==> src/hw/rtl/spq_pkg.sv <==
package spq_pkg;

    localparam int DEPTH     = 16;
    localparam int DATA_BITS = 8;
    localparam int PRIO_BITS = 8;
    localparam int CNT_BITS  = $clog2(DEPTH + 1);

    // tdata layouts
    localparam int IN_BITS   = DATA_BITS + PRIO_BITS;
    localparam int IN_BYTES  = (IN_BITS + 7) / 8;
    localparam int OUT_BITS  = DATA_BITS + 2 + DATA_BITS + 1 + CNT_BITS;
    localparam int OUT_BYTES = (OUT_BITS + 7) / 8;

    localparam logic MODE_PUSH = 1'b0;
    localparam logic MODE_POP  = 1'b1;

    typedef enum logic [1:0] {
        ST_OK    = 2'd0,
        ST_EMPTY = 2'd1,
        ST_FULL  = 2'd2
    } status_t;

    typedef enum logic {
        S_IDLE,
        S_EXEC
    } state_t;

    typedef struct packed {
        logic load;
        logic exec;
    } cmd_t;

endpackage

==> src/hw/rtl/stable_priority_queue.sv <==
// Channel   Dir  Handshake           Contents
// s_*       in   s_tvalid/s_tready   tdata: item_data, item_priority; tuser: mode
// m_*       out  m_tvalid/m_tready   tdata: popped_data, status, front_data,
//                                           front_valid, entry_count
//
// Each word is captured into the input registers, then executed: every slot
// compares against the new priority at once and the row shifts in place.
// A word is taken again in the cycle after the result is registered, so a
// new word is not accepted until the last one has executed.
// A stalled output holds the result; the next word is captured meanwhile and
// waits to execute until the output register frees. Reset empties the queue.
module stable_priority_queue (
    input  logic                                clk,
    input  logic                                rst_n,
    input  logic                                s_tvalid,
    output logic                                s_tready,
    // [7:0] item_data, [15:8] item_priority
    input  logic [spq_pkg::IN_BYTES*8-1:0]      s_tdata,
    // [0] mode
    input  logic                                s_tuser,
    output logic                                m_tvalid,
    input  logic                                m_tready,
    // [7:0] popped_data, [9:8] status, [17:10] front_data, [18] front_valid,
    // [23:19] entry_count
    output logic [spq_pkg::OUT_BYTES*8-1:0]     m_tdata
);

    spq_pkg::cmd_t cmd;

    spq_ctrl u_ctrl (
        .clk      (clk),
        .rst_n    (rst_n),
        .s_tvalid (s_tvalid),
        .s_tready (s_tready),
        .m_tvalid (m_tvalid),
        .m_tready (m_tready),
        .cmd      (cmd)
    );

    spq_datapath u_datapath (
        .clk     (clk),
        .rst_n   (rst_n),
        .cmd     (cmd),
        .in_mode (s_tuser),
        .in_data (s_tdata[spq_pkg::DATA_BITS-1:0]),
        .in_prio (s_tdata[spq_pkg::IN_BITS-1:spq_pkg::DATA_BITS]),
        .result  (m_tdata)
    );

endmodule

==> src/hw/rtl/spq_ctrl.sv <==
module spq_ctrl (
    input  logic          clk,
    input  logic          rst_n,
    input  logic          s_tvalid,
    output logic          s_tready,
    output logic          m_tvalid,
    input  logic          m_tready,
    output spq_pkg::cmd_t cmd
);

    spq_pkg::state_t state_reg;
    spq_pkg::state_t state_next;
    logic            out_valid_reg;
    logic            out_valid_next;

    always_ff @(posedge clk or negedge rst_n)
    begin
        if (!rst_n)
        begin
            state_reg     <= spq_pkg::S_IDLE;
            out_valid_reg <= 1'b0;
        end
        else
        begin
            state_reg     <= state_next;
            out_valid_reg <= out_valid_next;
        end
    end

    always_comb
    begin
        state_next     = state_reg;
        out_valid_next = out_valid_reg;
        s_tready       = 1'b0;
        cmd            = '0;

        // the word in the output register leaves on its handshake
        if (out_valid_reg && m_tready)
        begin
            out_valid_next = 1'b0;
        end

        case (state_reg)
            spq_pkg::S_IDLE:
            begin
                s_tready = 1'b1;
                if (s_tvalid)
                begin
                    cmd.load   = 1'b1;
                    state_next = spq_pkg::S_EXEC;
                end
            end
            spq_pkg::S_EXEC:
            begin
                // hold until the output register is free
                if (!out_valid_reg || m_tready)
                begin
                    cmd.exec       = 1'b1;
                    out_valid_next = 1'b1;
                    state_next     = spq_pkg::S_IDLE;
                end
            end
            default:
            begin
                state_next = spq_pkg::S_IDLE;
            end
        endcase
    end

    assign m_tvalid = out_valid_reg;

endmodule

==> src/hw/rtl/spq_datapath.sv <==
module spq_datapath (
    input  logic                                clk,
    input  logic                                rst_n,
    input  spq_pkg::cmd_t                       cmd,
    input  logic                                in_mode,
    input  logic [spq_pkg::DATA_BITS-1:0]       in_data,
    input  logic [spq_pkg::PRIO_BITS-1:0]       in_prio,
    output logic [spq_pkg::OUT_BYTES*8-1:0]     result
);

    localparam int D = spq_pkg::DEPTH;

    logic                          mode_reg;
    logic [spq_pkg::DATA_BITS-1:0] data_reg;
    logic [spq_pkg::PRIO_BITS-1:0] prio_reg;

    logic [spq_pkg::DATA_BITS-1:0] slot_data_reg [D];
    logic [spq_pkg::PRIO_BITS-1:0] slot_prio_reg [D];
    logic [spq_pkg::DATA_BITS-1:0] slot_data_next [D];
    logic [spq_pkg::PRIO_BITS-1:0] slot_prio_next [D];

    logic [spq_pkg::CNT_BITS-1:0]  fill_reg;
    logic [spq_pkg::CNT_BITS-1:0]  fill_next;

    logic [spq_pkg::DATA_BITS-1:0] popped_reg;
    logic [spq_pkg::DATA_BITS-1:0] popped_next;
    spq_pkg::status_t              status_reg;
    spq_pkg::status_t              status_next;
    logic [spq_pkg::DATA_BITS-1:0] front_reg;
    logic [spq_pkg::DATA_BITS-1:0] front_next;
    logic                          fvalid_reg;
    logic [spq_pkg::CNT_BITS-1:0]  count_reg;

    logic [D-1:0] le;
    logic [D-1:0] le_prev;
    logic         full;
    logic         empty;

    always_ff @(posedge clk)
    begin
        if (cmd.load)
        begin
            mode_reg <= in_mode;
            data_reg <= in_data;
            prio_reg <= in_prio;
        end
    end

    // each slot compares against the new priority in parallel
    always_comb
    begin
        for (int i = 0; i < D; i++)
        begin
            le[i] = (spq_pkg::CNT_BITS'(i) < fill_reg) && (slot_prio_reg[i] <= prio_reg);
        end
    end

    assign le_prev = {le[D-2:0], 1'b1};
    assign full    = (fill_reg == spq_pkg::CNT_BITS'(D));
    assign empty   = (fill_reg == '0);

    always_comb
    begin
        for (int i = 0; i < D; i++)
        begin
            slot_data_next[i] = slot_data_reg[i];
            slot_prio_next[i] = slot_prio_reg[i];
        end
        fill_next   = fill_reg;
        popped_next = '0;
        status_next = spq_pkg::ST_OK;

        if (mode_reg == spq_pkg::MODE_PUSH)
        begin
            if (full)
            begin
                status_next = spq_pkg::ST_FULL;
            end
            else
            begin
                // keep slots ahead, drop the new word at the first slot behind, shift the rest
                if (!le[0])
                begin
                    slot_data_next[0] = data_reg;
                    slot_prio_next[0] = prio_reg;
                end
                for (int i = 1; i < D; i++)
                begin
                    if (!le[i])
                    begin
                        if (le_prev[i])
                        begin
                            slot_data_next[i] = data_reg;
                            slot_prio_next[i] = prio_reg;
                        end
                        else
                        begin
                            slot_data_next[i] = slot_data_reg[i-1];
                            slot_prio_next[i] = slot_prio_reg[i-1];
                        end
                    end
                end
                fill_next = fill_reg + 1'b1;
            end
        end
        else
        begin
            if (empty)
            begin
                status_next = spq_pkg::ST_EMPTY;
            end
            else
            begin
                popped_next = slot_data_reg[0];
                for (int i = 0; i < D - 1; i++)
                begin
                    slot_data_next[i] = slot_data_reg[i+1];
                    slot_prio_next[i] = slot_prio_reg[i+1];
                end
                fill_next = fill_reg - 1'b1;
            end
        end

        front_next = (fill_next != '0) ? slot_data_next[0] : '0;
    end

    always_ff @(posedge clk or negedge rst_n)
    begin
        if (!rst_n)
        begin
            fill_reg <= '0;
        end
        else if (cmd.exec)
        begin
            fill_reg <= fill_next;
        end
    end

    always_ff @(posedge clk)
    begin
        if (cmd.exec)
        begin
            for (int i = 0; i < D; i++)
            begin
                slot_data_reg[i] <= slot_data_next[i];
                slot_prio_reg[i] <= slot_prio_next[i];
            end
            popped_reg <= popped_next;
            status_reg <= status_next;
            front_reg  <= front_next;
            fvalid_reg <= (fill_next != '0);
            count_reg  <= fill_next;
        end
    end

    assign result = {{(spq_pkg::OUT_BYTES*8 - spq_pkg::OUT_BITS){1'b0}},
                     count_reg, fvalid_reg, front_reg, status_reg, popped_reg};

endmodule

==> config.mk <==
export PLATFORM = sky130hd
export DESIGN_NAME = stable_priority_queue
export DESIGN_NICKNAME = d
export VERILOG_FILES = /design/src/hw/rtl/spq_pkg.sv /design/src/hw/rtl/stable_priority_queue.sv /design/src/hw/rtl/spq_ctrl.sv /design/src/hw/rtl/spq_datapath.sv
export SDC_FILE = /design/constraint.sdc
export NUM_CORES = 1
export LEC_CHECK = 0
export ABC_AREA = 1
export BUFFER_PORTS_ARGS = -buffer_cell sky130_fd_sc_hd__buf_2
export CORE_ASPECT_RATIO = 1.2
export CORE_MARGIN = 4
export CORE_UTILIZATION = 45
export DETAILED_ROUTE_END_ITERATION = 6
export SLEW_MARGIN = 10
export SYNTH_ARGS = -nofsm -noshare
export SYNTH_HDL_FRONTEND = slang
export SYNTH_HIERARCHICAL = 1
export SYNTH_SLANG_ARGS = --single-unit
export TNS_END_PERCENT = 30
==> constraint.sdc <==
create_clock -name clk -period 4.3 [get_ports clk]
set_input_delay 0.86 -clock clk [delete_from_list [all_inputs] [get_ports clk]]
set_output_delay 0.86 -clock clk [all_outputs]
set_load 0.01 [all_outputs]
After elaboration in Yosys (flattened, before gate mapping). Memories as Yosys holds them, arrays and structs flattened. Index checks and enable logic that the tools add are counted.

Flip-flop bits (word level): 48. Bits in writable memories: 256. Input port bits: 21. Output and inout bits: 26. Word-level logic and storage cells: 160. Memories: 2.

Memories: u_datapath.slot_data_reg (depth 16, width 8, read ports 16, clocked after memory_dff 0, write ports 16, line spq_datapath.sv:17) `logic [spq_pkg::DATA_BITS-1:0] slot_data_reg [D];`; u_datapath.slot_prio_reg (depth 16, width 8, read ports 16, clocked after memory_dff 0, write ports 16, line spq_datapath.sv:18) `logic [spq_pkg::PRIO_BITS-1:0] slot_prio_reg [D];`.

Add/sub/neg operators: 2. Magnitude comparators: 32. Eq/ne operators: 1. Mux-type cells: 88. Bitwise operators: 2. Reduce and logical (&&, ||, !) cells: 22.

Operators by type and width (number): two-way mux 8 bit (64); two-way mux 120 bit (4); two-way mux 128 bit (2); <= comparator 8 bit (16); < comparator 4 x 5 -> 1 bit (first input constant) (8); < comparator 3 x 5 -> 1 bit (first input constant) (4); logical AND 1 bit (17); two-way mux 5 bit (3); two-way mux 1 bit (12); < comparator 1 x 5 -> 1 bit (first input constant) (2); < comparator 2 x 5 -> 1 bit (first input constant) (2); adder 5 x 1 -> 5 bit (second input constant) (1); == test 5 bit (second input constant) (1); zero test 5 bit (1); nonzero test 5 bit (1); subtractor 5 x 1 -> 5 bit (second input constant) (1); two-way mux 2 bit (2); inverter 1 bit (2); one-hot mux 1 bit (2 select lines) (1); OR reduction 2 bit (1); zero test 1 bit (1); logical OR 1 bit (1).

Logic depth before layout (Yosys ltp). An unclocked memory read counts as a cell.

Depth in word-level cells: 7. Mapped depth: 15.

Cells and area by module. Netlist, hierarchy kept.

By module, submodules not included: spq_datapath (instances 1, cells an instance 2247, area an instance 18836.8 µm², seq. area each 9043.7 µm²); spq_ctrl (instances 1, cells an instance 11, area an instance 92.6 µm², seq. area each 50.0 µm²).

Worst setup path before layout. OpenSTA, ideal clock, no wires.

Path type: in2reg. From: input port m_tready. To: memory u_datapath/slot_data_reg[1][56] in the netlist's numbering (enable). Setup time: 0.409 ns. Arrival: 3.609 ns. Data required time: 3.891 ns. Slack: 0.282 ns. Stages: 4. Buffers on the path: 0. Cells stage by stage: inv_1 a21oi_2 inv_1 nor3_1.

RTL lines: start, declared (line stable_priority_queue.sv:22) `input logic m_tready,`; end, declared (line spq_datapath.sv:17).

==> reports/summary.json <==
{
  "drtAntennaViolNets": {"value": 0},
  "synth_seq_cells": {"value": 304},
  "ir_drop": {"value": 0.464, "unit": "mV"},
  "post_synth_num_cell_types": {"value": 42},
  "finalSetupViolCount": {"value": 0},
  "slew_headroom": {"value": 0.355},
  "critical_path.max_stage_delay": {"value": 0.62, "unit": "ns"},
  "boundaryPins": {"value": 47},
  "first_iter_violations": {"value": 1465},
  "cap_violations": {"value": 0},
  "numCtsBuffers": {"value": 36},
  "num_rows": {"value": 82},
  "n_antenna_cell": {"value": 0},
  "area.sequential": {"value": 9090, "unit": "sq um"},
  "critPathLaunchType": {"value": "register"},
  "clock_pin_slew_on_the_worst_setup_and_hold_paths": {"value": 0.06, "unit": "ns"},
  "clock-root-buffer": {"value": "clkbuf_16"},
  "die_w": {"value": 195, "unit": "microns"},
  "synth_sequential_area_ratio": {"value": 0.480},
  "drc": {"value": 0},
  "post_route_cells_drive_above_1_share": {"value": 0.0857},
  "number_of_global_route_vias_before_repair": {"value": 15800},
  "routed_wl": {"value": 59.7, "unit": "mm"},
  "critical_path_arrival": {"value": 3.62, "unit": "ns"},
  "htree_levels": {"value": 2},
  "ctsLongestPathBuffers": {"value": 3},
  "crit_path_top_delay_cell": {"value": "inv_1"},
  "synthesis.yosys.warnings": {"value": 6},
  "detail_route.wl_per_cell": {"value": 21.1, "unit": "microns"},
  "synth.net_count": {"value": 2411},
  "cp_cell_sequence": {"value": "inv_1 -> ha_1 -> nand3_1 -> nand2_2 -> nand2_4 -> inv_1 -> nor2_4 -> o21ai_0 -> inv_1"},
  "n_fill_cell": {"value": 3999},
  "multi_input_comb_area": {"value": 8480, "unit": "sq um"},
  "hold_class": {"value": "input port to asynchronous set/reset pin"},
  "dieArea": {"value": 45400, "unit": "sq um"},
  "hpwl_after_detailed_placement": {"value": 41.2, "unit": "mm"},
  "count_of_hold_buffers_inserted_by_post_cts_repair": {"value": 0},
  "finish.net_count": {"value": 2418},
  "die_height": {"value": 233, "unit": "microns"},
  "initial_utilization": {"value": 0.454},
  "synth_area_per_cell": {"value": 8.38, "unit": "sq um"},
  "final.min_clock_period": {"value": 3.47, "unit": "ns"},
  "netlist_area": {"value": 18900, "unit": "sq um"},
  "final_max_slew_viol_count": {"value": 0},
  "cp_max_fo": {"value": 16},
  "final_critical_path_setup_slack": {"value": 0.831, "unit": "ns"},
  "setup_repair_after_global_routing_missed_its_margin": {"value": "no"},
  "groute.usage.overall": {"value": 0.256},
  "crit_type": {"value": "register to register"},
  "max_slew.worst_pin.slew": {"value": 0.967, "unit": "ns"},
  "vias_after_detailed_routing": {"value": 16300},
  "finalCritPeriodShare": {"value": 0.807},
  "tritoncts": {"value": "done"},
  "cts.repair.resized": {"value": 0},
  "synth-main-ff-cell": {"value": "edfxtp_1"},
  "worstSetupEndpointType": {"value": "register"},
  "tns": {"value": 0, "unit": "ns"},
  "place.port_buffers": {"value": 46},
  "grt_max_degree": {"value": 121},
  "design.core.area": {"value": 41700, "unit": "sq um"},
  "power.density": {"value": 645, "unit": "nW/um^2"},
  "syn-instance-count": {"value": 2258},
  "replace_congestion": {"value": 0.930},
  "critical_path_required": {"value": 4.45, "unit": "ns"},
  "crit_top_cell": {"value": "inv_1"},
  "setup_bufs_post_cts": {"value": 0},
  "clock_insertion_delay_worst_skew": {"value": 0.54, "unit": "ns"},
  "fmax": {"value": 288, "unit": "MHz"},
  "detailedPlace.worstSlack": {"value": 0.843, "unit": "ns"},
  "grt.overflow.total": {"value": 0},
  "fin_skew": {"value": 0.0240, "unit": "ns"},
  "synth-edff-count": {"value": 297},
  "sinks_on_clock_net": {"value": 304},
  "drt_pre_antenna_iters": {"value": 6},
  "timing.final.hold_violations": {"value": 0},
  "syn2layout_area_growth": {"value": 10.2, "unit": "%"},
  "route.detailed.vias_per_inst": {"value": 5.74},
  "status": {"value": "complete, no violations"},
  "wire_length_of_the_first_global_routing_pass": {"value": 92.2, "unit": "mm"},
  "number_of_antenna_violations_at_the_first_check_in_global_routing": {"value": 1},
  "async_reset_ff_frac": {"value": 0.0230},
  "leakage": {"value": 9.18, "unit": "nW"}
}
final timing paths:
path                                                                start                                        end  slack, ns  cells after the start
worst max-delay path                   u_datapath/fill_reg[0]$_DFFE_PN0P_  u_datapath/slot_prio_reg[0][22]$_DFFE_PP_       0.83                      9
worst min-delay path                                                rst_n         u_datapath/fill_reg[2]$_DFFE_PN0P_       0.15                      1
worst max register to register         u_datapath/fill_reg[0]$_DFFE_PN0P_  u_datapath/slot_prio_reg[0][22]$_DFFE_PP_       0.83                      9
worst min register to register  u_datapath/slot_data_reg[1][60]$_DFFE_PP_  u_datapath/slot_data_reg[1][52]$_DFFE_PP_       0.52                      2
max in group asynchronous                                           rst_n         u_datapath/fill_reg[0]$_DFFE_PN0P_       3.98                      1
min in group clk                                               s_tdata[0]           u_datapath/data_reg[0]$_DFFE_PP_       0.50                      1
per-layer routing:
layer,vias up,GRT usage,share of wire
met3,162,0.0291,0.059
met1,7735,0.329,0.40
met4,2,0.103,0.043
met2,624,0.443,0.49
li1,7736,-,-
met5,-,0,0.00022
per-stage QoR:
stage          power (mW)  std cells  instance area [sq um]  utilization  hold WS [ns]
2_1_floorplan        8.72       2258                  18900            -         0.489
3_3_place_gp         10.4       2773                  19700        0.474         0.501
3_5_place_dp         10.5       2773                  19700        0.474         0.508
4_1_cts              13.5       2832                  20900        0.501         0.132
5_1_grt              14.4       2832                  20900        0.501         0.151
6_report             13.5       2832                  20900        0.501         0.151
Yosys cell counts (2+ instances only):
| cell type | instances | share of area |
|---|---|---|
| o21ai_1 | 16 | 0.0042 |
| buf_1 | 14 | 0.0028 |
| a21oi_2 | 10 | 0.0046 |
| nand3_1 | 322 | 0.085 |
| a21oi_1 | 146 | 0.039 |
| nand2_8 | 2 | 0.0021 |
| o21ai_2 | 3 | 0.0014 |
| buf_2 | 40 | 0.011 |
| nor2_2 | 2 | 0.00066 |
| nor2_8 | 2 | 0.0021 |
| o21a_1 | 2 | 0.00079 |
| nand3b_1 | 3 | 0.0012 |
| o211ai_1 | 7 | 0.0028 |
| a22oi_1 | 8 | 0.0032 |
| nor2_1 | 55 | 0.011 |
| xnor2_1 | 2 | 0.00093 |
| nor3_1 | 2 | 0.00053 |
| inv_2 | 9 | 0.0018 |
| inv_1 | 205 | 0.041 |
| dfrtp_1 | 7 | 0.0093 |
| nand4_1 | 15 | 0.0050 |
| nand2_1 | 651 | 0.13 |
| buf_4 | 6 | 0.0024 |
| nand2_2 | 7 | 0.0023 |
| o22ai_1 | 16 | 0.0053 |
| o21ai_0 | 191 | 0.050 |
| clkbuf_1 | 72 | 0.014 |
| nand2_4 | 2 | 0.0012 |
| edfxtp_1 | 297 | 0.47 |
| ha_1 | 132 | 0.087 |
cells by family after synthesis:
kind of cell | count (synthesis) | synth area share
adder cells (fa/ha/maj) | 132 | 0.0872
AND/OR/NAND/NOR | 1065 | 0.241
buffers and inverters | 348 | 0.0729
XOR/XNOR | 4 | 0.00284
AO/OA/AOI/OAI | 405 | 0.115
flip-flops | 304 | 0.480
layout make-up:
type | instances | area share
Clock buffer | 43 | 0.0465
Inverter | 216 | 0.0392
Clock inverter | 16 | 0.00684
Multi-Input combinational cell | 1606 | 0.407
Timing Repair Buffer | 101 | 0.0320
Sequential cell | 304 | 0.436
Tap cell | 546 | 0.0328
power breakdown:
group	total, mW	switching, mW	leakage (nW)	internal (mW)
Sequential	4.78	0.471	2.87	4.31
Combinational	5.69	4.00	5.77	1.69
Clock	2.98	1.25	0.544	1.72
cells in the final DEF (no fill, tap or decap), drive strengths merged:
cell type  netlist  final
nor2            60     60
buf             60    101
inv            214    215
bufinv           0      2
o211ai           7      7
nand2          662    662
o22ai           17     17
a21oi          156    156
a32oi            1      1
xnor2            2      2
nand3          323    323
o2bb2ai          1      1
clkinvlp         0      1
o21ai          210    210
dfrtp            7      7
a31oi            1      1
nand4           15     15
a22oi            8      8
o21a             2      2
edfxtp         297    297
ha             132    132
nand3b           3      3
a21o             1      1
a21boi           1      1
clkinv           2     14
clkbuf          72     43
xor2             2      2
nor3             2      2
critical path: cells and delay by family, from the launching register on:
family	cells	cell delay, ns
AND/OR/NAND/NOR	4	1.10
buffers and inverters	3	0.92
flip-flops	1	0.48
adder cells (fa/ha/maj)	1	0.33
AO/OA/AOI/OAI	1	0.22
(Power assumes the default switching activity.)
